### config.mk
export PLATFORM = sky130hd
export DESIGN_NAME = zrpd_seq
export DESIGN_NICKNAME = d
export VERILOG_FILES = /design/src/sv/zrpd_pkg.sv /design/src/sv/zrpd_seq.sv
export VERILOG_INCLUDE_DIRS = /design/src /design/src/sv
export SDC_FILE = /design/constraint.sdc
export NUM_CORES = 1
export LEC_CHECK = 0
export ABC_AREA = 1
export BUFFER_PORTS_ARGS = -buffer_cell sky130_fd_sc_hd__buf_2
export CAP_MARGIN = 20
export CORE_MARGIN = 2
export CORE_UTILIZATION = 35
export CTS_BUF_LIST = sky130_fd_sc_hd__clkbuf_8 sky130_fd_sc_hd__clkbuf_16
export DETAILED_ROUTE_END_ITERATION = 8
export GPL_TIMING_DRIVEN = 0
export HOLD_SLACK_MARGIN = 0.12
export PLACE_DENSITY_LB_ADDON = 0.05
export SYNTH_ARGS = -nofsm -noshare
export SYNTH_HDL_FRONTEND = slang
export SYNTH_SLANG_ARGS = --single-unit
### constraint.sdc
create_clock -name clk -period 2.65 [get_ports clk]
set_input_delay 0 -clock clk [delete_from_list [all_inputs] [get_ports clk]]
set_output_delay 0 -clock clk [all_outputs]
set_load 0.02 [all_outputs]
### src/sv/assert_macros.svh
// ---------------------------------------------------------------------------
// assertion macros
// shared clocked assertion forms for the draw engine modules
// ---------------------------------------------------------------------------
`ifndef ASSERT_MACROS_SVH
`define ASSERT_MACROS_SVH

// plain property sampled at the clock, off while in reset
`define ZRPD_ASSERT(lbl, prop, msg) \
	lbl: assert property (@(posedge clk) disable iff (!arst_n) (prop)) else $error(msg);

// same-cycle implication
`define ZRPD_ASSERT_IMP(lbl, ante, cons, msg) \
	lbl: assert property (@(posedge clk) disable iff (!arst_n) (ante) |-> (cons)) \
		else $error(msg);

`endif

### src/sv/zrpd_pkg.sv
// ---------------------------------------------------------------------------
// zrpd_pkg
// types, constants and the control store of the zoomed rectangle draw engine
// ---------------------------------------------------------------------------
package zrpd_pkg;

	localparam int FB_WIDTH  = 256;
	localparam int FB_HEIGHT = 256;
	localparam int MAX_ZOOM  = 16;

	localparam int FB_WORDS  = FB_WIDTH * FB_HEIGHT;
	localparam int FB_ADDR_W = $clog2(FB_WORDS);

	localparam int ZOOM_W  = 5;
	localparam int SIZE_W  = 9;
	localparam int COORD_W = 20;
	localparam int PC_W    = 4;

	localparam logic [31:0] BLACK_WORD = 32'hFF00_0000;
	localparam logic [31:0] WHITE_WORD = 32'h00FF_FFFF;
	localparam logic [7:0]  OPAQUE_BYTE = 8'hFF;

	typedef logic signed [COORD_W-1:0] coord_t;
	typedef logic [PC_W-1:0] pc_t;

	typedef enum logic [1:0] {
		ACT_RECT  = 2'd0,
		ACT_PIXEL = 2'd1,
		ACT_CLEAR = 2'd2,
		ACT_READ  = 2'd3
	} action_t;

	typedef enum logic [1:0] {
		REG_ZOOM   = 2'd0,
		REG_WIDTH  = 2'd1,
		REG_HEIGHT = 2'd2
	} reg_idx_t;

	typedef enum logic [3:0] {
		OP_ADJ   = 4'd0,  // fold a negative rect x into its width
		OP_MXB   = 4'd1,  // xb = x * zoom
		OP_MXE   = 4'd2,  // xe = (x + w) * zoom
		OP_MYB   = 4'd3,  // yb = y * zoom
		OP_BOX   = 4'd4,  // clipped box fill
		OP_RADDR = 4'd5,  // read address and range check
		OP_RREAD = 4'd6,  // frame store read
		OP_EMIT  = 4'd7   // load result register
	} op_t;

	typedef enum logic [2:0] {
		CS_XB   = 3'd0,
		CS_XB1  = 3'd1,
		CS_XE   = 3'd2,
		CS_XEM1 = 3'd3,
		CS_XBZ  = 3'd4,
		CS_ZERO = 3'd5,
		CS_AW   = 3'd6
	} csel_t;

	typedef enum logic [2:0] {
		RS_YB    = 3'd0,
		RS_YB1   = 3'd1,
		RS_YBZ   = 3'd2,
		RS_YBZM1 = 3'd3,
		RS_ZERO  = 3'd4,
		RS_AH    = 3'd5
	} rsel_t;

	typedef enum logic [1:0] {
		WD_BLACK = 2'd0,
		WD_COLOR = 2'd1,
		WD_WHITE = 2'd2
	} wsel_t;

	typedef enum logic [1:0] {
		WT_NONE = 2'd0,
		WT_BOX  = 2'd1,
		WT_OUT  = 2'd2
	} wait_t;

	typedef enum logic {
		CND_NONE   = 1'b0,
		CND_RD_OUT = 1'b1
	} cond_t;

	typedef struct packed {
		op_t   op;
		csel_t c0;
		csel_t c1;
		rsel_t r0;
		rsel_t r1;
		wsel_t wd;
		wait_t wt;
		cond_t cnd;
		pc_t   target;
		logic  last;
	} ctrl_word_t;

	typedef struct packed {
		logic box_done;
		logic out_free;
		logic rd_out;
	} seq_stat_t;

	typedef struct packed {
		logic        start;
		coord_t      c0;
		coord_t      c1;
		coord_t      r0;
		coord_t      r1;
		logic [31:0] word;
	} box_cmd_t;

	typedef struct packed {
		logic                 we;
		logic [FB_ADDR_W-1:0] addr;
		logic [31:0]          data;
	} fb_wr_t;

	localparam pc_t EP_RECT  = 4'd0;
	localparam pc_t EP_PIXEL = 4'd9;
	localparam pc_t EP_CLEAR = 4'd12;
	localparam pc_t EP_READ  = 4'd13;
	localparam pc_t PC_EMIT  = 4'd15;

	function automatic ctrl_word_t mk_cw(op_t op, csel_t c0, csel_t c1, rsel_t r0, rsel_t r1,
			wsel_t wd, wait_t wt, cond_t cnd, pc_t tgt, logic last);
		ctrl_word_t w;
		w.op     = op;
		w.c0     = c0;
		w.c1     = c1;
		w.r0     = r0;
		w.r1     = r1;
		w.wd     = wd;
		w.wt     = wt;
		w.cnd    = cnd;
		w.target = tgt;
		w.last   = last;
		return w;
	endfunction

	function automatic ctrl_word_t mk_op(op_t op, wait_t wt, cond_t cnd, pc_t tgt, logic last);
		return mk_cw(op, CS_ZERO, CS_ZERO, RS_ZERO, RS_ZERO, WD_BLACK, wt, cnd, tgt, last);
	endfunction

	function automatic ctrl_word_t mk_box(csel_t c0, csel_t c1, rsel_t r0, rsel_t r1,
			wsel_t wd, logic last);
		return mk_cw(OP_BOX, c0, c1, r0, r1, wd, WT_BOX, CND_NONE, EP_RECT, last);
	endfunction

	// control store
	function automatic ctrl_word_t ucode(pc_t pc);
		ctrl_word_t w;
		unique case (pc)
			// draw_rect: border rows, border columns, interior
			4'd0:  w = mk_op(OP_ADJ, WT_NONE, CND_NONE, EP_RECT, 1'b0);
			4'd1:  w = mk_op(OP_MXB, WT_NONE, CND_NONE, EP_RECT, 1'b0);
			4'd2:  w = mk_op(OP_MXE, WT_NONE, CND_NONE, EP_RECT, 1'b0);
			4'd3:  w = mk_op(OP_MYB, WT_NONE, CND_NONE, EP_RECT, 1'b0);
			4'd4:  w = mk_box(CS_XB,   CS_XE,   RS_YB,    RS_YB1,   WD_BLACK, 1'b0);
			4'd5:  w = mk_box(CS_XB,   CS_XE,   RS_YBZM1, RS_YBZ,   WD_BLACK, 1'b0);
			4'd6:  w = mk_box(CS_XB,   CS_XB1,  RS_YB,    RS_YBZ,   WD_BLACK, 1'b0);
			4'd7:  w = mk_box(CS_XEM1, CS_XE,   RS_YB,    RS_YBZ,   WD_BLACK, 1'b0);
			4'd8:  w = mk_box(CS_XB1,  CS_XEM1, RS_YB1,   RS_YBZM1, WD_COLOR, 1'b1);
			// draw_pixel
			4'd9:  w = mk_op(OP_MXB, WT_NONE, CND_NONE, EP_RECT, 1'b0);
			4'd10: w = mk_op(OP_MYB, WT_NONE, CND_NONE, EP_RECT, 1'b0);
			4'd11: w = mk_box(CS_XB,   CS_XBZ,  RS_YB,    RS_YBZ,   WD_COLOR, 1'b1);
			// clear
			4'd12: w = mk_box(CS_ZERO, CS_AW,   RS_ZERO,  RS_AH,    WD_WHITE, 1'b1);
			// read_pixel: skip the store read when out of range
			4'd13: w = mk_op(OP_RADDR, WT_NONE, CND_RD_OUT, PC_EMIT, 1'b0);
			4'd14: w = mk_op(OP_RREAD, WT_NONE, CND_NONE, EP_RECT, 1'b0);
			4'd15: w = mk_op(OP_EMIT,  WT_OUT,  CND_NONE, EP_RECT, 1'b1);
			default: w = mk_op(OP_EMIT, WT_NONE, CND_NONE, EP_RECT, 1'b1);
		endcase
		return w;
	endfunction

	function automatic pc_t entry_pc(action_t act);
		pc_t p;
		unique case (act)
			ACT_RECT:  p = EP_RECT;
			ACT_PIXEL: p = EP_PIXEL;
			ACT_CLEAR: p = EP_CLEAR;
			ACT_READ:  p = EP_READ;
			default:   p = EP_READ;
		endcase
		return p;
	endfunction

endpackage

### src/sv/zrpd_seq.sv
// ---------------------------------------------------------------------------
// zrpd_seq
// step counter over the control store with waits and conditional jumps
// ---------------------------------------------------------------------------
`include "assert_macros.svh"

module zrpd_seq
	import zrpd_pkg::*;
(
	input  logic       clk,
	input  logic       arst_n,
	input  logic       start,
	input  action_t    action,
	input  seq_stat_t  stat,
	output ctrl_word_t cw,
	output logic       run,
	output logic       adv
);

	typedef enum logic [1:0] {
		SQ_IDLE = 2'b01,
		SQ_RUN  = 2'b10
	} sq_state_t;

	sq_state_t state_q;
	pc_t       pc_q;
	logic      ok, take;

	assign cw = ucode(pc_q);

	always_comb begin
		unique case (cw.wt)
			WT_NONE: ok = 1'b1;
			WT_BOX:  ok = stat.box_done;
			WT_OUT:  ok = stat.out_free;
			default: ok = 1'b1;
		endcase
		take = (cw.cnd == CND_RD_OUT) && stat.rd_out;
	end

	assign run = (state_q == SQ_RUN);
	assign adv = run && ok;

	always_ff @(posedge clk or negedge arst_n) begin
		if (!arst_n) begin
			state_q <= SQ_IDLE;
			pc_q    <= EP_RECT;
		end else begin
			unique case (state_q)
				SQ_IDLE: begin
					if (start) begin
						pc_q    <= entry_pc(action);
						state_q <= SQ_RUN;
					end
				end
				SQ_RUN: begin
					if (ok) begin
						if (cw.last) begin
							state_q <= SQ_IDLE;
						end else if (take) begin
							pc_q <= cw.target;
						end else begin
							pc_q <= pc_q + 1'b1;
						end
					end
				end
				default: state_q <= SQ_IDLE;
			endcase
		end
	end

	`ZRPD_ASSERT_IMP(a_seq_start_idle, start, state_q == SQ_IDLE, "command taken while running")

endmodule
==> results of run 1 <==
==> kinds of logic after synthesis <==
family          synth area share
fa+ha+maj                  0.148
flops                      0.199
mux                       0.0131
other cells              0.00492
compound gates             0.126
simple gates               0.304
buf+inv                    0.205
==> what timing repair did <==
| action | in CTS | in global routing |
|---|---|---|
| endpoints found under the hold margin | 7 | 0 |
| endpoints found under the setup margin | 0 | 6 |
| resized for setup | 0 | 4 |
| hold buffers | 3 | 0 |
==> stage by stage <==
stage	util	setup WS [ns]	instance area, sq um	instances
2_1_floorplan	-	0.128	762	110
3_3_place_gp	0.483	0.173	966	171
3_5_place_dp	0.483	0.135	966	171
4_1_cts	0.520	0.0884	1040	178
5_1_grt	0.524	0.0380	1050	178
6_report	0.524	0.329	1050	178
==> worst max-delay path: cells and delay by family, from the launching register on <==
kind / cells / cell delay (ns)
DFF: 1 / 0.42
buffers and inverters: 6 / 0.47
adders and majority gates: 2 / 0.47
and+or+nand+nor: 7 / 0.72
==> area by class of cell <==
| class | count | area [sq um] | share of cell area |
|---|---|---|---|
| repair buffers | 37 | 200 | 0.191 |
| clock buffers | 3 | 41.3 | 0.0394 |
| plain buffers | 9 | 67.6 | 0.0644 |
| inverters | 23 | 88.8 | 0.0847 |
| flip-flops and latches | 6 | 154 | 0.147 |
| clock inverters | 1 | 3.75 | 0.00358 |
| well taps | 27 | 33.8 | 0.0322 |
| multi-input cells | 72 | 459 | 0.438 |
==> state kept, by name (all words and copies together), names as in the netlist <==
| register | flops |
|---|---|
| pc_q | 4 |
| state_q | 2 |
==> how the worst min path moves through the flow <==
stage	to	depth (start not counted)
2_1_floorplan	pc_q[0]	0
3_3_place_gp	state_q[1]	1
3_5_place_dp	state_q[1]	1
4_1_cts	pc_q[1]	2
5_1_grt	pc_q[3]	2
6_report	pc_q[3]	2
==> cells in the mapped netlist, drive strengths merged, types with 2 or more instances <==
master / number / area, sq um
ha: 9 / 113
a21boi: 3 / 26.3
inv: 23 / 88.8
dfrtp: 5 / 125
o22ai: 2 / 12.5
nand4: 3 / 33.8
nand2: 26 / 103
a21oi: 4 / 20.0
nand3: 5 / 37.5
buf: 9 / 67.6
o21ai: 6 / 30.0
nor2: 9 / 46.3
==> per-layer routing <==
layer  global-route usage  part of all wire  up-vias
met5                    0                 0        -
met4               0.0405                 0        0
met3               0.0417             0.083        0
met2                0.287              0.47       31
met1                0.172              0.45      353
li1                     -                 -      418
==> results.md, run 1 <==
* Commonest non-fill, non-tap cells in the layout: 34 x buf_2, 23 x nand2_1, 21 x inv_1, 9 x buf_4, 9 x ha_1
* Layout fillers at 214
* Die Span Y at 50.7 um
* Reg2reg path depth at 16
* First-pass GRT wire length at 3.07 mm
* Most common cell after layout, fill and taps aside: buf_2
* Synth cell types at 27
* Sequential fraction of the synthesis area at 0.199
* Htree depth at 1
* CTS tree: done
* Antenna viol nets, final at 0
* Syn_nets at 127
* Worst EP arrival at 2.32 ns
* Initial core utilization at 0.381
* Share of layout cells above drive strength 1 at 0.411
* Min-delay worst type: primary input to asynchronous set/reset pin
* Die area at 0.00257 sq mm
* Vias in the first global route at 742
* Minimum clock period at 2.32 ns
* Synthesized area per cell at 6.93 sq um
* Setup Fix Bufs, Post-CTS at 0
* Synth Warn # at 0
* DR vias at 802
* Avg Vias per Cell at 4.51
* Setup TNS at 0 ns
* Critical path, cell by cell: inv_1 -> ha_1 -> inv_1 -> nand2_2 -> nor2_1 -> nor2_2 -> inv_1 -> nor2_2 -> inv_1 -> ha_1 -> nand2_1 -> nand3_1 -> nand2_1 -> inv_1 -> buf_2
* CTS sink count at 6
* HPWL Detailed at 1.42 mm
* RSZ-0062 raised after global routing: no
* Worst setup path end: adv
* Cell Area, Synth at 762 sq um
* Predominant post-synthesis flop cell: dfrtp_1
* Async S/R FF share, synth at 1.00
* Final Max Slew Viols at 0
* Crit-path max FO at 7
* Hold WS at 0.128 ns
* # diodes at 0
* 1st-pass router iterations at 4
* Max clock buf depth at 2
* Post-synth EDFFs at 0
* Crit end category: output pin
* Clk_skew at 0.00145 ns
* Clock latency on the worst-skew pair at 0.22 ns
* Antenna violations before repair at 0
* Worst setup path category: flop to output pin
* Data required, critical path at 2.65 ns
* Cells after Synth at 110
* Yosys reg bits at 6
* DR DRC count at 0
* Drt wl/cell at 10.0 um
* Layout Nets at 169
* Final period util at 0.876
* Reg2reg end: pc_q[3]
* Final hold vios at 0
* Largest net degree at the start of global routing at 11
* Core area at 0.00200 sq mm
* I/O pin total at 36
* Chip width at 50.7 um
* Setup violators final at 0
* GPL Wtd Cong at 0.759
* GRT overflow at 0
* Outcome: finished, final reports clean
* Startpoint class of the critical path: flop
* Row cnt at 16
* Routed wire length at 1.78 mm
* Max-Cap Viols at 0
* Launch point of the worst path: pc_q[0]
* Critical Path Slowest Stage Cell: dfrtp_2
* Root buf cell: clkbuf_8
* Most used cell, CP: inv_1
* RR Startpoint: pc_q[0]
* Clock transition at the registers of the reported paths at 0.04 ns
* CTS Buf Count at 3
* Initial DRC count at 6
* CP peak stage delay at 0.42 ns
* Fmax at 431 MHz
* PortBufs at 34
* Synthesis-to-finish area growth at 37.6%
* GRT Overall Usage at 0.155
* Flop2flop setup slack at 0.36 ns
Power of run 1 is left out: the tool's default activity adds up to more than one toggle a clock period on the data nets, which glitch-free logic cannot reach.
==> inputs of run 2 (changes only) <==
--- a/config.mk
+++ b/config.mk
@@ -9,6 +9,7 @@
 export ABC_AREA = 1
 export BUFFER_PORTS_ARGS = -buffer_cell sky130_fd_sc_hd__buf_2
 export CAP_MARGIN = 20
+export CORE_ASPECT_RATIO = 0.9
 export CORE_MARGIN = 2
 export CORE_UTILIZATION = 35
 export CTS_BUF_LIST = sky130_fd_sc_hd__clkbuf_8 sky130_fd_sc_hd__clkbuf_16
==> results.md, run 2 (same netlist as run 1, synthesis figures left out) <==
* Outcome: finished, final reports clean (unchanged)
* Critical Path Slowest Stage Cell: dfrtp_2 (unchanged)
* Largest net degree at the start of global routing at 11 (unchanged)
* Setup Fix Bufs, Post-CTS at 0 (unchanged)
* Antenna viol nets, final at 0 (unchanged)
* Non-filler cells, final at 177 (was 178)
* Met2 wire len at 826 um (was 837 um)
* PortBufs at 34 (unchanged)
* Max clock buf depth at 2 (unchanged)
* Synthesis-to-finish area growth at 36.3% (was 37.6%)
* I/O pin total at 36 (unchanged)
* RSZ-0062 raised after global routing: no (unchanged)
* Max layer used: met3 (unchanged)
* Htree depth at 1 (unchanged)
* Critical path, cell by cell: inv_1 -> ha_1 -> inv_1 -> nand2_2 -> nor2_1 -> nor2_2 -> inv_1 -> nor2_2 -> ha_1 -> inv_1 -> nand3_1 -> nand2_1 -> inv_1 -> buf_2 (was inv_1 -> ha_1 -> inv_1 -> nand2_2 -> nor2_1 -> nor2_2 -> inv_1 -> nor2_2 -> inv_1 -> ha_1 -> nand2_1 -> nand3_1 -> nand2_1 -> inv_1 -> buf_2)
* CTS sink count at 6 (unchanged)
* Layout fillers at 225 (was 214)
* Met3 wire length at 164 um (was 148 um)
* Max reg flops at 4 (unchanged)
* Clk_skew at 0.00200 ns (was 0.00145 ns)
* # diodes at 0 (unchanged)
* Setup violators final at 0 (unchanged)
* Biggest register: pc_q (unchanged)
* GPL Wtd Cong at 0.829 (was 0.759)
* Initial core utilization at 0.359 (was 0.381)
* Final hold vios at 0 (unchanged)
* Fmax at 419 MHz (was 431 MHz)
* Row cnt at 16 (unchanged)
* CTS Buf Count at 3 (unchanged)
* Antenna violations before repair at 0 (unchanged)
* Max-Cap Viols at 0 (unchanged)
* Most used cell, CP: inv_1 (unchanged)
* Worst EP arrival at 2.39 ns (was 2.32 ns)
* Drt wl/cell at 10.4 um (was 10.0 um)
* HPWL Detailed at 1.55 mm (was 1.42 mm)
* CP peak stage delay at 0.42 ns (about the same)
* DR vias at 809 (was 802)
* DR DRC count at 0 (unchanged)
* Avg Vias per Cell at 4.57 (was 4.51)
* Minimum clock period at 2.39 ns (was 2.32 ns)
* Vias in the first global route at 577 (was 742)
* Initial DRC count at 20 (was 6)
* GRT overflow at 0 (unchanged)
* Crit-path max FO at 7 (unchanged)
* 1st-pass router iterations at 4 (unchanged)
* Layout Nets at 168 (was 169)
* Top flop regs: pc_q: 4 flops, state_q: 2 flops (unchanged)
* Setup TNS at 0 ns (unchanged)
* Startpoint class of the critical path: flop (unchanged)
* Clock transition at the registers of the reported paths at 0.04 ns (about the same)
* Clock latency on the worst-skew pair at 0.22 ns (about the same)
* Share of layout cells above drive strength 1 at 0.413 (was 0.411)
* Chip width at 53.2 um (was 50.7 um)
* Hold WS at 0.123 ns (was 0.128 ns)
* Commonest non-fill, non-tap cells in the layout: 34 x buf_2, 23 x nand2_1, 21 x inv_1, 9 x buf_4, 9 x ha_1 (unchanged)
* Post-Place Cells at 171 (unchanged)
* Die Span Y at 48.3 um (was 50.7 um)
* Worst setup path category: flop to output pin (unchanged)
* First-pass GRT wire length at 2.75 mm (was 3.07 mm)
* Core area at 0.00212 sq mm (was 0.00200 sq mm)
* Finished Cell Area at 0.00104 sq mm (was 0.00105 sq mm)
* CTS tree: done (unchanged)
* Most common cell after layout, fill and taps aside: buf_2 (unchanged)
* Min-delay worst type: primary input to flop (was primary input to asynchronous set/reset pin)
* Routed wire length at 1.84 mm (was 1.78 mm)
* Final period util at 0.901 (was 0.876)
* M1 WL at 850 um (was 797 um)
* GRT Overall Usage at 0.150 (was 0.155)
* Root buf cell: clkbuf_8 (unchanged)
* Crit end category: output pin (unchanged)
* Data required, critical path at 2.65 ns (about the same)
* Cell Area, Placed at 966 sq um (unchanged)
* Die area at 0.00257 sq mm (about the same)
* Final Max Slew Viols at 0 (unchanged)
-- run 2: cell count changes in the layout (fill, tap and decap cells not counted), sizes merged --
cell,delta
dlygate4sd3,-1
-- run 2: path summary, 6_finish.rpt --
| path | from | endpoint | slack, ns | cells after the start |
|---|---|---|---|---|
| setup / recovery | pc_q[0] | adv | 0.26 | 14 |
| hold / removal | action[1] | pc_q[3] | 0.12 | 5 |
| setup reg to reg | pc_q[0] | pc_q[3] | 0.29 | 15 |
| hold reg to reg | pc_q[1] | pc_q[1] | 0.60 | 2 |
| max in group asynchronous | arst_n | state_q[0] | 2.29 | 2 |
| min in group asynchronous | arst_n | pc_q[3] | 0.14 | 2 |
-- run 2: through the flow --
step / utilization / setup slack [ns]
floorplan: - / 0.128
global placement: 0.455 / 0.146
detailed placement: 0.455 / 0.106
CTS: 0.486 / 0.0681
global route: 0.489 / 0.0432
finish: 0.489 / 0.262
-- run 2: timing repair --
| item | CTS | global route |
|---|---|---|
| endpoints found under the setup margin | 0 | 7 |
| hold buffers | 2 | 0 |
| gates resized for setup | 0 | 4 |
| endpoints found under the hold margin | 7 | 0 |
-- run 2: area by class of cell --
class / instances / area, sq um / share of cell area
inverter: 23 / 88.8 / 0.0855
tap: 27 / 33.8 / 0.0325
clock inverter: 1 / 3.75 / 0.00361
timing repair buffer: 36 / 190 / 0.183
clock buffer: 3 / 41.3 / 0.0398
buffer: 9 / 67.6 / 0.0651
multi-input combinational: 72 / 459 / 0.442
sequential: 6 / 154 / 0.148
-- run 2: critical path, delay by kind of cell (launching register included) --
family / cells / cell delay, ns
buffers and inverters: 6 / 0.59
adder cells (fa/ha/maj): 2 / 0.57
AND/OR/NAND/NOR: 6 / 0.56
flip-flops: 1 / 0.42
-- run 2: routing by layer --
layer | global-route usage | vias to the layer above
met5 | 0 | -
met2 | 0.225 | 28
met3 | 0.0399 | 0
li1 | - | 419
met1 | 0.225 | 362
met4 | 0.0154 | 0
Power of run 2 is left out for the same reason.
