--- config.mk ---
export PLATFORM = sky130hd
export DESIGN_NAME = zrpd_box
export DESIGN_NICKNAME = d
export VERILOG_FILES = /design/src/sv/zrpd_pkg.sv /design/src/sv/zrpd_box.sv
export VERILOG_INCLUDE_DIRS = /design/src /design/src/sv
export SDC_FILE = /design/constraint.sdc
export NUM_CORES = 1
export LEC_CHECK = 0
export BUFFER_PORTS_ARGS = -buffer_cell sky130_fd_sc_hd__buf_2
export CORE_MARGIN = 3
export CORE_UTILIZATION = 44
export CTS_CLUSTER_DIAMETER = 50
export DETAILED_ROUTE_END_ITERATION = 8
export PLACE_DENSITY = 0.61
export SETUP_SLACK_MARGIN = 0.02
export SYNTH_ARGS = -nofsm -noshare
export SYNTH_HDL_FRONTEND = slang
export SYNTH_SLANG_ARGS = --single-unit
--- constraint.sdc ---
create_clock -name clk -period 5.8 [get_ports clk]
set_input_delay 0.58 -clock clk [delete_from_list [all_inputs] [get_ports clk]]
set_output_delay 0.58 -clock clk [all_outputs]
set_load 0.05 [all_outputs]
--- src/sv/assert_macros.svh ---
// ---------------------------------------------------------------------------
// assertion macros
// shared clocked assertion forms for the draw engine modules
// ---------------------------------------------------------------------------
`ifndef ASSERT_MACROS_SVH
`define ASSERT_MACROS_SVH

// plain property sampled at the clock, off while in reset
`define ZRPD_ASSERT(lbl, prop, msg) \
	lbl: assert property (@(posedge clk) disable iff (!arst_n) (prop)) else $error(msg);

// same-cycle implication
`define ZRPD_ASSERT_IMP(lbl, ante, cons, msg) \
	lbl: assert property (@(posedge clk) disable iff (!arst_n) (ante) |-> (cons)) \
		else $error(msg);

`endif

--- src/sv/zrpd_pkg.sv ---
// ---------------------------------------------------------------------------
// zrpd_pkg
// types, constants and the control store of the zoomed rectangle draw engine
// ---------------------------------------------------------------------------
package zrpd_pkg;

	localparam int FB_WIDTH  = 256;
	localparam int FB_HEIGHT = 256;
	localparam int MAX_ZOOM  = 16;

	localparam int FB_WORDS  = FB_WIDTH * FB_HEIGHT;
	localparam int FB_ADDR_W = $clog2(FB_WORDS);

	localparam int ZOOM_W  = 5;
	localparam int SIZE_W  = 9;
	localparam int COORD_W = 20;
	localparam int PC_W    = 4;

	localparam logic [31:0] BLACK_WORD = 32'hFF00_0000;
	localparam logic [31:0] WHITE_WORD = 32'h00FF_FFFF;
	localparam logic [7:0]  OPAQUE_BYTE = 8'hFF;

	typedef logic signed [COORD_W-1:0] coord_t;
	typedef logic [PC_W-1:0] pc_t;

	typedef enum logic [1:0] {
		ACT_RECT  = 2'd0,
		ACT_PIXEL = 2'd1,
		ACT_CLEAR = 2'd2,
		ACT_READ  = 2'd3
	} action_t;

	typedef enum logic [1:0] {
		REG_ZOOM   = 2'd0,
		REG_WIDTH  = 2'd1,
		REG_HEIGHT = 2'd2
	} reg_idx_t;

	typedef enum logic [3:0] {
		OP_ADJ   = 4'd0,  // fold a negative rect x into its width
		OP_MXB   = 4'd1,  // xb = x * zoom
		OP_MXE   = 4'd2,  // xe = (x + w) * zoom
		OP_MYB   = 4'd3,  // yb = y * zoom
		OP_BOX   = 4'd4,  // clipped box fill
		OP_RADDR = 4'd5,  // read address and range check
		OP_RREAD = 4'd6,  // frame store read
		OP_EMIT  = 4'd7   // load result register
	} op_t;

	typedef enum logic [2:0] {
		CS_XB   = 3'd0,
		CS_XB1  = 3'd1,
		CS_XE   = 3'd2,
		CS_XEM1 = 3'd3,
		CS_XBZ  = 3'd4,
		CS_ZERO = 3'd5,
		CS_AW   = 3'd6
	} csel_t;

	typedef enum logic [2:0] {
		RS_YB    = 3'd0,
		RS_YB1   = 3'd1,
		RS_YBZ   = 3'd2,
		RS_YBZM1 = 3'd3,
		RS_ZERO  = 3'd4,
		RS_AH    = 3'd5
	} rsel_t;

	typedef enum logic [1:0] {
		WD_BLACK = 2'd0,
		WD_COLOR = 2'd1,
		WD_WHITE = 2'd2
	} wsel_t;

	typedef enum logic [1:0] {
		WT_NONE = 2'd0,
		WT_BOX  = 2'd1,
		WT_OUT  = 2'd2
	} wait_t;

	typedef enum logic {
		CND_NONE   = 1'b0,
		CND_RD_OUT = 1'b1
	} cond_t;

	typedef struct packed {
		op_t   op;
		csel_t c0;
		csel_t c1;
		rsel_t r0;
		rsel_t r1;
		wsel_t wd;
		wait_t wt;
		cond_t cnd;
		pc_t   target;
		logic  last;
	} ctrl_word_t;

	typedef struct packed {
		logic box_done;
		logic out_free;
		logic rd_out;
	} seq_stat_t;

	typedef struct packed {
		logic        start;
		coord_t      c0;
		coord_t      c1;
		coord_t      r0;
		coord_t      r1;
		logic [31:0] word;
	} box_cmd_t;

	typedef struct packed {
		logic                 we;
		logic [FB_ADDR_W-1:0] addr;
		logic [31:0]          data;
	} fb_wr_t;

	localparam pc_t EP_RECT  = 4'd0;
	localparam pc_t EP_PIXEL = 4'd9;
	localparam pc_t EP_CLEAR = 4'd12;
	localparam pc_t EP_READ  = 4'd13;
	localparam pc_t PC_EMIT  = 4'd15;

	function automatic ctrl_word_t mk_cw(op_t op, csel_t c0, csel_t c1, rsel_t r0, rsel_t r1,
			wsel_t wd, wait_t wt, cond_t cnd, pc_t tgt, logic last);
		ctrl_word_t w;
		w.op     = op;
		w.c0     = c0;
		w.c1     = c1;
		w.r0     = r0;
		w.r1     = r1;
		w.wd     = wd;
		w.wt     = wt;
		w.cnd    = cnd;
		w.target = tgt;
		w.last   = last;
		return w;
	endfunction

	function automatic ctrl_word_t mk_op(op_t op, wait_t wt, cond_t cnd, pc_t tgt, logic last);
		return mk_cw(op, CS_ZERO, CS_ZERO, RS_ZERO, RS_ZERO, WD_BLACK, wt, cnd, tgt, last);
	endfunction

	function automatic ctrl_word_t mk_box(csel_t c0, csel_t c1, rsel_t r0, rsel_t r1,
			wsel_t wd, logic last);
		return mk_cw(OP_BOX, c0, c1, r0, r1, wd, WT_BOX, CND_NONE, EP_RECT, last);
	endfunction

	// control store
	function automatic ctrl_word_t ucode(pc_t pc);
		ctrl_word_t w;
		unique case (pc)
			// draw_rect: border rows, border columns, interior
			4'd0:  w = mk_op(OP_ADJ, WT_NONE, CND_NONE, EP_RECT, 1'b0);
			4'd1:  w = mk_op(OP_MXB, WT_NONE, CND_NONE, EP_RECT, 1'b0);
			4'd2:  w = mk_op(OP_MXE, WT_NONE, CND_NONE, EP_RECT, 1'b0);
			4'd3:  w = mk_op(OP_MYB, WT_NONE, CND_NONE, EP_RECT, 1'b0);
			4'd4:  w = mk_box(CS_XB,   CS_XE,   RS_YB,    RS_YB1,   WD_BLACK, 1'b0);
			4'd5:  w = mk_box(CS_XB,   CS_XE,   RS_YBZM1, RS_YBZ,   WD_BLACK, 1'b0);
			4'd6:  w = mk_box(CS_XB,   CS_XB1,  RS_YB,    RS_YBZ,   WD_BLACK, 1'b0);
			4'd7:  w = mk_box(CS_XEM1, CS_XE,   RS_YB,    RS_YBZ,   WD_BLACK, 1'b0);
			4'd8:  w = mk_box(CS_XB1,  CS_XEM1, RS_YB1,   RS_YBZM1, WD_COLOR, 1'b1);
			// draw_pixel
			4'd9:  w = mk_op(OP_MXB, WT_NONE, CND_NONE, EP_RECT, 1'b0);
			4'd10: w = mk_op(OP_MYB, WT_NONE, CND_NONE, EP_RECT, 1'b0);
			4'd11: w = mk_box(CS_XB,   CS_XBZ,  RS_YB,    RS_YBZ,   WD_COLOR, 1'b1);
			// clear
			4'd12: w = mk_box(CS_ZERO, CS_AW,   RS_ZERO,  RS_AH,    WD_WHITE, 1'b1);
			// read_pixel: skip the store read when out of range
			4'd13: w = mk_op(OP_RADDR, WT_NONE, CND_RD_OUT, PC_EMIT, 1'b0);
			4'd14: w = mk_op(OP_RREAD, WT_NONE, CND_NONE, EP_RECT, 1'b0);
			4'd15: w = mk_op(OP_EMIT,  WT_OUT,  CND_NONE, EP_RECT, 1'b1);
			default: w = mk_op(OP_EMIT, WT_NONE, CND_NONE, EP_RECT, 1'b1);
		endcase
		return w;
	endfunction

	function automatic pc_t entry_pc(action_t act);
		pc_t p;
		unique case (act)
			ACT_RECT:  p = EP_RECT;
			ACT_PIXEL: p = EP_PIXEL;
			ACT_CLEAR: p = EP_CLEAR;
			ACT_READ:  p = EP_READ;
			default:   p = EP_READ;
		endcase
		return p;
	endfunction

endpackage

--- src/sv/zrpd_box.sv ---
// ---------------------------------------------------------------------------
// zrpd_box
// clips a box to the active area and sweeps it row by row into the store
// ---------------------------------------------------------------------------
`include "assert_macros.svh"

module zrpd_box
	import zrpd_pkg::*;
(
	input  logic              clk,
	input  logic              arst_n,
	input  box_cmd_t          cmd,
	input  logic [SIZE_W-1:0] aw,
	input  logic [SIZE_W-1:0] ah,
	output logic              done,
	output fb_wr_t            wr
);

	typedef enum logic [3:0] {
		BX_IDLE  = 4'b0001,
		BX_CLIP  = 4'b0010,
		BX_BASE  = 4'b0100,
		BX_SWEEP = 4'b1000
	} bx_state_t;

	bx_state_t            state_q;
	coord_t               c0_q, c1_q, r0_q, r1_q;
	logic [31:0]          word_q;
	logic [SIZE_W-1:0]    cs_q, ce_q, c_q, r_q, re_q;
	logic [FB_ADDR_W-1:0] rowbase_q;

	coord_t               aw_c, ah_c, cl_c0, cl_c1, cl_r0, cl_r1;
	logic                 empty;
	logic                 col_last, row_last;
	logic [SIZE_W+7:0]    base_prod;

	always_comb begin
		aw_c  = $signed({{(COORD_W-SIZE_W){1'b0}}, aw});
		ah_c  = $signed({{(COORD_W-SIZE_W){1'b0}}, ah});
		cl_c0 = (c0_q < 0) ? '0 : c0_q;
		cl_r0 = (r0_q < 0) ? '0 : r0_q;
		cl_c1 = (c1_q > aw_c) ? aw_c : c1_q;
		cl_r1 = (r1_q > ah_c) ? ah_c : r1_q;
		empty = !(cl_c0 < cl_c1) || !(cl_r0 < cl_r1);
	end

	assign col_last  = ({1'b0, c_q} + 1'b1) == {1'b0, ce_q};
	assign row_last  = ({1'b0, r_q} + 1'b1) == {1'b0, re_q};
	assign base_prod = r_q[7:0] * aw;

	always_ff @(posedge clk or negedge arst_n) begin
		if (!arst_n) begin
			state_q <= BX_IDLE;
		end else begin
			unique case (state_q)
				BX_IDLE:  if (cmd.start) state_q <= BX_CLIP;
				BX_CLIP:  state_q <= empty ? BX_IDLE : BX_BASE;
				BX_BASE:  state_q <= BX_SWEEP;
				BX_SWEEP: if (col_last && row_last) state_q <= BX_IDLE;
				default:  state_q <= BX_IDLE;
			endcase
		end
	end

	always_ff @(posedge clk) begin
		if (state_q == BX_IDLE && cmd.start) begin
			c0_q   <= cmd.c0;
			c1_q   <= cmd.c1;
			r0_q   <= cmd.r0;
			r1_q   <= cmd.r1;
			word_q <= cmd.word;
		end
		if (state_q == BX_CLIP) begin
			cs_q <= cl_c0[SIZE_W-1:0];
			ce_q <= cl_c1[SIZE_W-1:0];
			r_q  <= cl_r0[SIZE_W-1:0];
			re_q <= cl_r1[SIZE_W-1:0];
		end
		if (state_q == BX_BASE) begin
			rowbase_q <= base_prod[FB_ADDR_W-1:0];
			c_q       <= cs_q;
		end
		if (state_q == BX_SWEEP) begin
			if (col_last) begin
				c_q       <= cs_q;
				r_q       <= r_q + 1'b1;
				rowbase_q <= rowbase_q + FB_ADDR_W'(aw);
			end else begin
				c_q <= c_q + 1'b1;
			end
		end
	end

	assign done    = (state_q == BX_CLIP && empty) || (state_q == BX_SWEEP && col_last && row_last);
	assign wr.we   = (state_q == BX_SWEEP);
	assign wr.addr = rowbase_q + FB_ADDR_W'(c_q);
	assign wr.data = word_q;

	`ZRPD_ASSERT_IMP(a_box_start_idle, cmd.start, state_q == BX_IDLE, "box started while busy")
	`ZRPD_ASSERT_IMP(a_box_in_bounds, state_q == BX_SWEEP, (c_q < ce_q) && (r_q < re_q), "sweep out of box")

endmodule

==> results of run 1 <==
repair_timing:
item,in CTS,in global routing
hold buffers,1,0
resized for setup,0,0
hold endpoints to repair,3,0
per-layer routing:
metal	track usage	vias up
met2	0.3182	219
met4	0.05265	2
met5	0	-
li1	-	4141
met1	0.2566	3866
met3	0.04415	37
worst register-to-register path, stage by stage, from the launching register on:
cell	delay, ns
dfxtp_1	0.68
nand2_1	0.16
fa_1	0.45
fa_1	0.57
fa_1	0.44
fa_1	0.54
inv_1	0.04
ha_1	0.37
o21a_1	0.19
o21ai_0	0.17
a211o_1	0.34
a31oi_1	0.20
nor2_1	0.07
xnor2_1	0.19
a21oi_1	0.09
final timing paths:
kind,start,endpoint,slack [ns],cells past startpoint
max in group asynchronous,arst_n,state_q[0],5.07,2
worst min-delay path,cmd[26],word_q[26],0.31,1
worst max register to register,r_q[3],rowbase_q[15],1.15,14
worst max-delay path,r1_q[19],done,0.54,16
worst min register to register,cs_q[2],c_q[2],0.53,2
min in group asynchronous,arst_n,state_q[1],0.52,2
state kept, by name (all words and copies together) (netlist names):
name / count
word_q: 32
ce_q: 9
r0_q: 20
state_q: 4
c_q: 9
r_q: 9
rowbase_q: 16
c0_q: 20
cs_q: 9
c1_q: 20
r1_q: 20
re_q: 9
power by group through the flow:
stage	sequential, uW	clock, uW	combinational [uW]
floorplan	1760	0	2990
global placement	1770	0	3800
detailed placement	1770	0	3840
CTS	1740	1210	3870
global route	1760	1260	4370
finish	1740	1180	3850
final cells by class:
type / count / area, sq um
Fill cell: 2304 / 12100
Multi-Input combinational cell: 756 / 5898
Sequential cell: 177 / 5046
Timing Repair Buffer: 193 / 996.0
Clock buffer: 17 / 425.4
Inverter: 111 / 416.7
Tap cell: 330 / 412.9
Clock inverter: 15 / 177.7
synthesized netlist by cell type, types with 12 or more instances:
| cell | instances |
|---|---|
| edfxtp_1 | 148 |
| nand2_1 | 120 |
| xor2_1 | 19 |
| and2_1 | 43 |
| o21ai_0 | 34 |
| inv_1 | 111 |
| nand4_1 | 12 |
| ha_1 | 108 |
| xnor2_1 | 37 |
| nand3_1 | 25 |
| a21o_1 | 16 |
| clkbuf_1 | 23 |
| dfxtp_1 | 25 |
| nor3_1 | 13 |
| a21oi_1 | 62 |
| fa_1 | 43 |
| nor2_1 | 46 |
| nor2b_1 | 47 |
logic make-up after synthesis:
kind of cell / count (synthesis)
simple gates: 345
compound gates: 189
flops: 177
fa+ha+maj: 151
buf+inv: 143
xor+xnor: 60
mux: 11
per-stage QoR:
step,hold slack (ns),std cells,setup WS (ns),cell area (sq um)
6_report,0.3088,1599,0.5397,13370
5_1_grt,0.2833,1599,0.2716,13370
4_1_cts,0.2913,1599,0.5347,13370
3_5_place_dp,0.3980,1566,0.5839,12760
3_3_place_gp,0.3967,1566,0.6334,12760
2_1_floorplan,0.2844,1076,1.151,11500
cell usage in the layout, fill, tap and decap left out, drive strengths merged, types with 9 or more instances in the layout:
master	netlist	routed
xnor2	37	37
nor2b	47	47
clkbuf	23	17
ha	108	108
nand3	25	25
buf	9	192
and2	43	43
a21oi	63	63
a211oi	9	9
a21o	16	16
o21a	9	9
o21ai	37	37
nand2	121	121
nor3	14	14
fa	43	43
xor2	19	19
dfxtp	25	25
o211ai	10	10
nor2	46	46
inv	111	118
edfxtp	148	148
nand4	12	12
==> flow_metrics.env, run 1 <==
export IMPL_fin_total_pwr_uw=6773
export IMPL_num_io_pins=183
export IMPL_clock_sinks=177
export IMPL_syn_num_nets=1360
export IMPL_fmax_ghz=0.1901
export IMPL_rows=58
export IMPL_syn_inst=1076
export IMPL_clock_root_buffer="clkbuf_16"
export IMPL_cp_data_arrival_time_ns=4.68
export IMPL_synth_top_family_by_area="adder cells"
export IMPL_wl_met3_microns=1371
export IMPL_status="completed"
export IMPL_clockPowerShare=0.174
export IMPL_maxUsedRoutingLayer="met5"
export IMPL_portBuffers=182
export IMPL_min_period_ns=5.260
export IMPL_slowest_stage="or3_2"
export IMPL_grt_setup_unrepaired="false"
export IMPL_antenna_found_initial=1
export IMPL_yosysTopAreaCell="edfxtp_1"
export IMPL_yosys_mux_area_fraction=0.01022
export IMPL_grt_max_degree=61
export IMPL_initial_utilization=0.4516
export IMPL_async_flop_share=0.02260
export IMPL_post_synth_xor_area_fraction=0.05047
export IMPL_chipWidth_microns=167.7
export IMPL_grt_pass1_wl_microns=43100
export IMPL_slowest_delay_ns=0.50
export IMPL_finish_utilization=0.5250
export IMPL_syn_cell_area_sq_um=11500
export IMPL_core_sq_um=25470
export IMPL_slew_headroom=0.4657
export IMPL_route_met2_wl_microns=12690
export IMPL_hpwl_microns=20900
export IMPL_dieArea_sq_um=28120
export IMPL_synth_flop_cell="edfxtp_1"
export IMPL_die_h_microns=167.7
export IMPL_crit_chain="buf_4 -> nor4_2 -> nand3_1 -> a211o_1 -> o21ai_0 -> buf_4 -> nand2_1 -> ha_1 -> nand3_1 -> or3_2 -> o211ai_1 -> nor3_1 -> o211ai_1 -> a21oi_2 -> o32ai_1 -> buf_2"
export IMPL_p_int_uw=3732
export IMPL_drive_gt1_frac=0.1923
export IMPL_p_leak_uw=0.005927
export IMPL_wl_per_cell_microns=16.84
export IMPL_vdd_drop_max_v=0.0004368
export IMPL_gp_congestion=0.8591
export IMPL_endpoint_kind="output port"
export IMPL_m1WireLength_microns=12310
export IMPL_cap_violations=0
export IMPL_grt_total_usage=0.1926
export IMPL_synth_edf_count=148
export IMPL_clock_path_buffers=2
export IMPL_yosys_cell_types_count=71
export IMPL_power_frac_seq=0.257
export IMPL_drcViolationCount=0
export IMPL_synthTopCellsByArea="edfxtp_1, ha_1, fa_1, dfxtp_1, nand2_1"
export IMPL_synthAdderAreaFrac=0.1923
export IMPL_critical_path_top_delay_family="compound AO/OA/AOI/OAI gates"
export IMPL_drv_slew=0
export IMPL_diodes=0
export IMPL_worstSetupStartpointType="flop"
export IMPL_synthSimpleGateAreaFrac=0.1515
export IMPL_cp_max_fo=9
export IMPL_tns_ns=0
export IMPL_postCtsSetupRepairBufs=0
export IMPL_vias_per_cell=5.169
export IMPL_setup_violations=0
export IMPL_path_class="reg -> out"
export IMPL_grt_overflow_total=0
export IMPL_switching_share=0.4490
export IMPL_yosysWarnings=0
export IMPL_synth_avg_cell_area_sq_um=10.69
export IMPL_crit_buf_inv=3
export IMPL_dr_first_iter_drc_count=437
export IMPL_insertion_delay_ns=0.44
export IMPL_worstHoldPathType="in -> reg"
export IMPL_routed_wl_microns=26920
export IMPL_hold_violations=0
export IMPL_p_per_area_nw_per_um2=506.5
export IMPL_htreeDepth=4
export IMPL_cts_buffers=17
export IMPL_power_switching_uw=3041
export IMPL_cts_tree="yes"
export IMPL_worst_ep_required_time_ns=5.22
export IMPL_fin_crit_sh=0.9070
export IMPL_fin_nets=1540
export IMPL_comb_power_share=0.569
export IMPL_ys_seq_area_frac=0.4387
export IMPL_tightestPinTransition_ns=0.7930
export IMPL_grt_pass1_vias=8363
export IMPL_synth_compound_area_frac=0.1075
export IMPL_clkTransAtPathRegs_ns=0.09
export IMPL_fin_worst_skew_ns=0.02037
export IMPL_drtPass1Iterations=5
export IMPL_num_vias=8265
export IMPL_synth_seq_cells=177
export IMPL_yosys_area_top_type_share=0.3863
export IMPL_ant_nets=0
export IMPL_syn2layout_area_growth_pct=16.25
Note: power is estimated with default switching activity, not from simulation.
==> run 2, diff against run 1 <==
--- a/config.mk
+++ b/config.mk
@@ -6,6 +6,7 @@
 export SDC_FILE = /design/constraint.sdc
 export NUM_CORES = 1
 export LEC_CHECK = 0
+export ABC_AREA = 1
 export BUFFER_PORTS_ARGS = -buffer_cell sky130_fd_sc_hd__buf_2
 export CORE_MARGIN = 3
 export CORE_UTILIZATION = 44
==> flow_metrics.env, run 2 <==
export IMPL_tns_ns=0
export IMPL_fin_area_sq_um=13510
export IMPL_insertion_delay_ns=0.44
export IMPL_die_h_microns=168.6
export IMPL_clock_path_buffers=2
export IMPL_slowest_delay_ns=0.51
export IMPL_crit_top_cell="nand2_1"
export IMPL_gp_congestion=0.8198
export IMPL_synth_avg_cell_area_sq_um=9.012
export IMPL_layout_common_cells="nand2_1, inv_1, buf_2, edfxtp_1, ha_1"
export IMPL_vias_per_cell=4.809
export IMPL_fmax_ghz=0.2070
export IMPL_hpwl_microns=20720
export IMPL_synth_seq_cells=177
export IMPL_grt_setup_unrepaired="false"
export IMPL_setup_violations=0
export IMPL_antenna_found_initial=7
export IMPL_wl_per_cell_microns=14.27
export IMPL_drcViolationCount=0
export IMPL_tightestPinTransition_ns=0.8113
export IMPL_fin_worst_skew_ns=0.01261
export IMPL_ant_nets=0
export IMPL_cp_data_arrival_time_ns=4.25
export IMPL_portBuffers=182
export IMPL_slew_headroom=0.4591
export IMPL_syn_num_nets=1575
export IMPL_num_vias=8690
export IMPL_dpl_cell_area_sq_um=12860
export IMPL_yosysMostFrequentCell="nand2_1"
export IMPL_core_sq_um=25620
export IMPL_dieArea_sq_um=28430
export IMPL_clock_sinks=177
export IMPL_holdWs_ns=0.3092
export IMPL_ys_seq_area_frac=0.4337
export IMPL_drv_slew=0
export IMPL_synthTopCellsByCount="nand2_1, inv_1, edfxtp_1, ha_1, nor2_1"
export IMPL_path_class="in -> out"
export IMPL_num_io_pins=183
export IMPL_diodes=0
export IMPL_fillers=2367
export IMPL_initial_utilization=0.4542
export IMPL_grt_overflow_total=0
export IMPL_postCtsSetupRepairBufs=0
export IMPL_syn_cell_area_sq_um=11630
export IMPL_worstSetupStartpointType="primary input"
export IMPL_syn_inst=1291
export IMPL_grt_total_usage=0.1847
export IMPL_yosysTopAreaCell="edfxtp_1"
export IMPL_fin_nets=1748
export IMPL_synth_flop_cell="edfxtp_1"
export IMPL_grt_pass1_wl_microns=41940
export IMPL_worst_ep_required_time_ns=5.22
export IMPL_final_common_cell="nand2_1"
export IMPL_cp_max_fo=27
export IMPL_clkTransAtPathRegs_ns=0.09
export IMPL_min_period_ns=4.831
export IMPL_place_ws_ns=0.8138
export IMPL_vdd_drop_max_v=0.0005931
export IMPL_cap_violations=0
export IMPL_chipWidth_microns=168.6
export IMPL_p_leak_uw=0.006701
export IMPL_rows=58
export IMPL_setup_slack_ns=0.9689
export IMPL_top_register="word_q"
export IMPL_yosys_cell_types_count=46
export IMPL_p_per_area_nw_per_um2=598.1
export IMPL_slowest_stage="nand2_1"
export IMPL_dr_first_iter_drc_count=480
export IMPL_grt_pass1_vias=8532
export IMPL_fin_crit_sh=0.8330
export IMPL_cts_tree="yes"
export IMPL_drive_gt1_frac=0.1645
export IMPL_async_flop_share=0.02260
export IMPL_endpoint_kind="output port"
export IMPL_synthTopCellsByArea="edfxtp_1, ha_1, nand2_1, inv_1, fa_1"
export IMPL_synth_edf_count=148
export IMPL_grt_max_degree=64
export IMPL_largest_reg_flops=32
export IMPL_syn2layout_area_growth_pct=16.13
export IMPL_finish_utilization=0.5274
export IMPL_clock_root_buffer="clkbuf_16"
export IMPL_cts_buffers=17
export IMPL_worstHoldPathType="in -> reg"
export IMPL_htreeDepth=4
export IMPL_yosysWarnings=0
export IMPL_hold_violations=0
export IMPL_status="completed"
export IMPL_routed_wl_microns=25780
export IMPL_yosys_area_top_type_share=0.3820
export IMPL_drtPass1Iterations=5
## run 2: cell types whose count changed after synthesis, sizes merged, moves of 10 or more
cell and change:
xnor2 -19, nor2b -47, inv +147, o21ai +37
xor2 +17, nor2 +63, nand2 +163, a21oi -10
and2 -40, a21o -14
## run 2: per-stage QoR
step                      total power [uW]  cells
final                                 8081   1807
after global routing                  8978   1807
after CTS                             8193   1807
after detailed placement              6928   1774
after global placement                6887   1774
after floorplan                       5890   1291
## run 2: critical path, delay by kind of cell
family	cells	cell delay (ns)
simple gates	15	1.61
compound gates	4	0.77
buf+inv	4	0.65
fa+ha+maj	2	0.64
## run 2: timing repair
action / CTS / global route
gates resized for setup: 0 / 0
setup endpoints to repair: 0 / 0
hold endpoints to repair: 3 / 0
hold buffers: 1 / 0
## run 2: area by class of cell
type / instances / area, sq um / share of cell area
Tap cell: 330 / 412.9 / 0.03056
Sequential cell: 177 / 5046 / 0.3735
Clock buffer: 17 / 425.4 / 0.03148
Clock inverter: 15 / 217.7 / 0.01611
Multi-Input combinational cell: 821 / 5475 / 0.4052
Inverter: 258 / 968.4 / 0.07167
Timing Repair Buffer: 189 / 965.9 / 0.07149
## run 2: cell families (layout without fill, tap and decap cells)
group / Yosys count / after routing / share of synthesized area
buffers and inverters: 293 / 479 / 0.09689
DFF: 177 / 177 / 0.4337
xor gates and xnor gates: 54 / 54 / 0.04065
adders and majority gates: 151 / 151 / 0.1901
AOI/OAI and AO/OA: 164 / 164 / 0.08022
and+or+nand+nor: 452 / 452 / 0.1584
## run 2: final timing paths
path                         start  cells past startpoint            end  slack, ns
min                        cmd[29]                      1     word_q[29]       0.31
max in group asynchronous   arst_n                      2     state_q[0]       5.13
max                          aw[7]                     25           done       0.97
min reg2reg                cs_q[1]                      2         c_q[1]       0.53
max reg2reg                 r_q[7]                     19  rowbase_q[14]       1.00
min in group asynchronous   arst_n                      2     state_q[3]       0.47
## run 2: report_power, final
part	total, uW	switching, uW	leakage [uW]	internal [uW]
Combinational	4880	3040	0.00475	1840
Clock	1220	613	0.000308	606
Sequential	1990	256	0.00164	1730
Total	8080	3910	0.00670	4170
## run 2: layer usage
| metal | global-route usage | wire [microns] |
|---|---|---|
| met1 | 0.2353 | 11430 |
| met2 | 0.3142 | 12250 |
| met3 | 0.05488 | 1639 |
| met4 | 0.03913 | 361 |
| met5 | 0 | 95 |
==> run 3, diff against run 2 <==
==> constraint.sdc (replaced) <==
create_clock -name clk -period 4.9 [get_ports clk]
set_input_delay 0.49 -clock clk [delete_from_list [all_inputs] [get_ports clk]]
set_output_delay 0.49 -clock clk [all_outputs]
set_load 0.05 [all_outputs]
==> flow_metrics.env, run 3 (synthesized netlist as in run 2, its figures left out) <==
export IMPL_cts_buffers=17
export IMPL_cap_violations=0
export IMPL_final_common_cell="nand2_1"
export IMPL_largest_reg_flops=32
export IMPL_worstSetupStartpointType="flop"
export IMPL_hpwl_microns=21670
export IMPL_num_vias=8842
export IMPL_num_io_pins=183
export IMPL_syn2layout_area_growth_pct=16.96
export IMPL_clkTransAtPathRegs_ns=0.09
export IMPL_hold_violations=0
export IMPL_p_per_area_nw_per_um2=714.9
export IMPL_grt_pass1_wl_microns=44390
export IMPL_clock_sinks=177
export IMPL_grt_setup_unrepaired="false"
export IMPL_fmax_ghz=0.2246
export IMPL_cp_data_arrival_time_ns=4.79
export IMPL_drv_slew=0
export IMPL_fin_worst_skew_ns=0.02022
export IMPL_clock_root_buffer="clkbuf_16"
export IMPL_gp_congestion=0.8853
export IMPL_min_period_ns=4.453
export IMPL_diodes=0
export IMPL_grt_total_usage=0.1968
export IMPL_fin_crit_sh=0.9088
export IMPL_drcViolationCount=0
export IMPL_dpl_cell_area_sq_um=12980
export IMPL_portBuffers=182
export IMPL_endpoint_kind="flop"
export IMPL_htreeDepth=4
export IMPL_grt_pass1_vias=8971
export IMPL_dr_first_iter_drc_count=544
export IMPL_routed_wl_microns=26990
export IMPL_setup_violations=0
export IMPL_cp_max_fo=5
export IMPL_status="completed"
export IMPL_top_register="word_q"
export IMPL_die_h_microns=168.6
export IMPL_grt_overflow_total=0
export IMPL_cts_tree="yes"
export IMPL_clock_path_buffers=2
export IMPL_finish_utilization=0.5312
export IMPL_grt_max_degree=55
export IMPL_ant_nets=0
export IMPL_vias_per_cell=4.850
export IMPL_path_class="reg -> reg"
export IMPL_dieArea_sq_um=28430
export IMPL_p_leak_uw=0.006765
export IMPL_fin_nets=1764
export IMPL_tightestPinTransition_ns=0.6840
export IMPL_worstHoldPathType="in -> reg"
export IMPL_slew_headroom=0.5440
export IMPL_worst_ep_required_time_ns=5.23
export IMPL_drtPass1Iterations=5
export IMPL_layout_common_cells="nand2_1, inv_1, buf_2, edfxtp_1, ha_1"
export IMPL_antenna_found_initial=8
export IMPL_core_sq_um=25620
export IMPL_drive_gt1_frac=0.1775
export IMPL_insertion_delay_ns=0.45
export IMPL_fin_total_pwr_uw=9728
export IMPL_fin_area_sq_um=13610
export IMPL_vdd_drop_max_v=0.0007806
export IMPL_wl_per_cell_microns=14.81
export IMPL_rows=58
export IMPL_chipWidth_microns=168.6
export IMPL_tns_ns=0
export IMPL_initial_utilization=0.4542
[run 3: worst paths after layout]
path | start | to | slack [ns] | depth (start not counted)
max | r_q[7] | rowbase_q[14] | 0.45 | 20
min | cmd[31] | word_q[31] | 0.21 | 1
max reg2reg | r_q[7] | rowbase_q[14] | 0.45 | 20
min reg2reg | cs_q[1] | c_q[1] | 0.52 | 2
max in group asynchronous | arst_n | state_q[0] | 4.32 | 2
min in group asynchronous | arst_n | state_q[1] | 0.38 | 2
[run 3: layer usage]
| metal | share of wire | vias up | GRT usage |
|---|---|---|---|
| met5 | 0.0038 | - | 0 |
| met4 | 0.017 | 16 | 0.04838 |
| met3 | 0.069 | 51 | 0.05348 |
| met2 | 0.47 | 235 | 0.3294 |
| met1 | 0.44 | 4020 | 0.2557 |
| li1 | - | 4520 | - |
[run 3: layout make-up]
class                      count  area, sq um
timing repair buffer         205         1086
inverter                     258        968.4
sequential                   177         5056
fill                        2382        12010
multi-input combinational    821         5478
clock buffer                  17        425.4
clock inverter                15        181.4
tap                          330        412.9
[run 3: critical path, cell delays in order, from the launching register on]
cell and delay [ns]:
dfxtp_2 0.39, nand2_1 0.09, fa_1 0.54, inv_1 0.06, fa_1 0.54, inv_1 0.06
fa_1 0.50, fa_1 0.56, inv_1 0.04, ha_1 0.34, a21oi_1 0.16, o21ai_0 0.10
a21oi_1 0.21, o21ai_1 0.12, a21oi_1 0.13, o21ai_0 0.11, nor2_1 0.10, nor2_1 0.04
nand2_1 0.06, nand3_1 0.07, o21a_1 0.13
[run 3: what timing repair did]
item / CTS / global route
resized for setup: 0 / 9
endpoints found under the setup margin: 0 / 3
endpoints found under the hold margin: 3 / 0
setup buffers: 0 / 0
hold buffers: 1 / 0
[run 3: stage by stage]
| stage | instances | hold WS [ns] | setup WS [ns] |
|---|---|---|---|
| detailed placement | 1790 | 0.2952 | 0.1013 |
| floorplan | 1291 | 0.1944 | 0.2986 |
| global route | 1823 | 0.1947 | 0.03850 |
| finish | 1823 | 0.2110 | 0.4467 |
| global placement | 1790 | 0.2968 | 0.2052 |
| CTS | 1823 | 0.1996 | 0.1871 |
[run 3: power by group]
| group | leakage, uW | internal (uW) | switching, uW |
|---|---|---|---|
| clock network | 0.000295 | 697 | 707 |
| registers | 0.00164 | 2050 | 275 |
| logic | 0.00483 | 2250 | 3740 |
| total | 0.00676 | 5000 | 4720 |
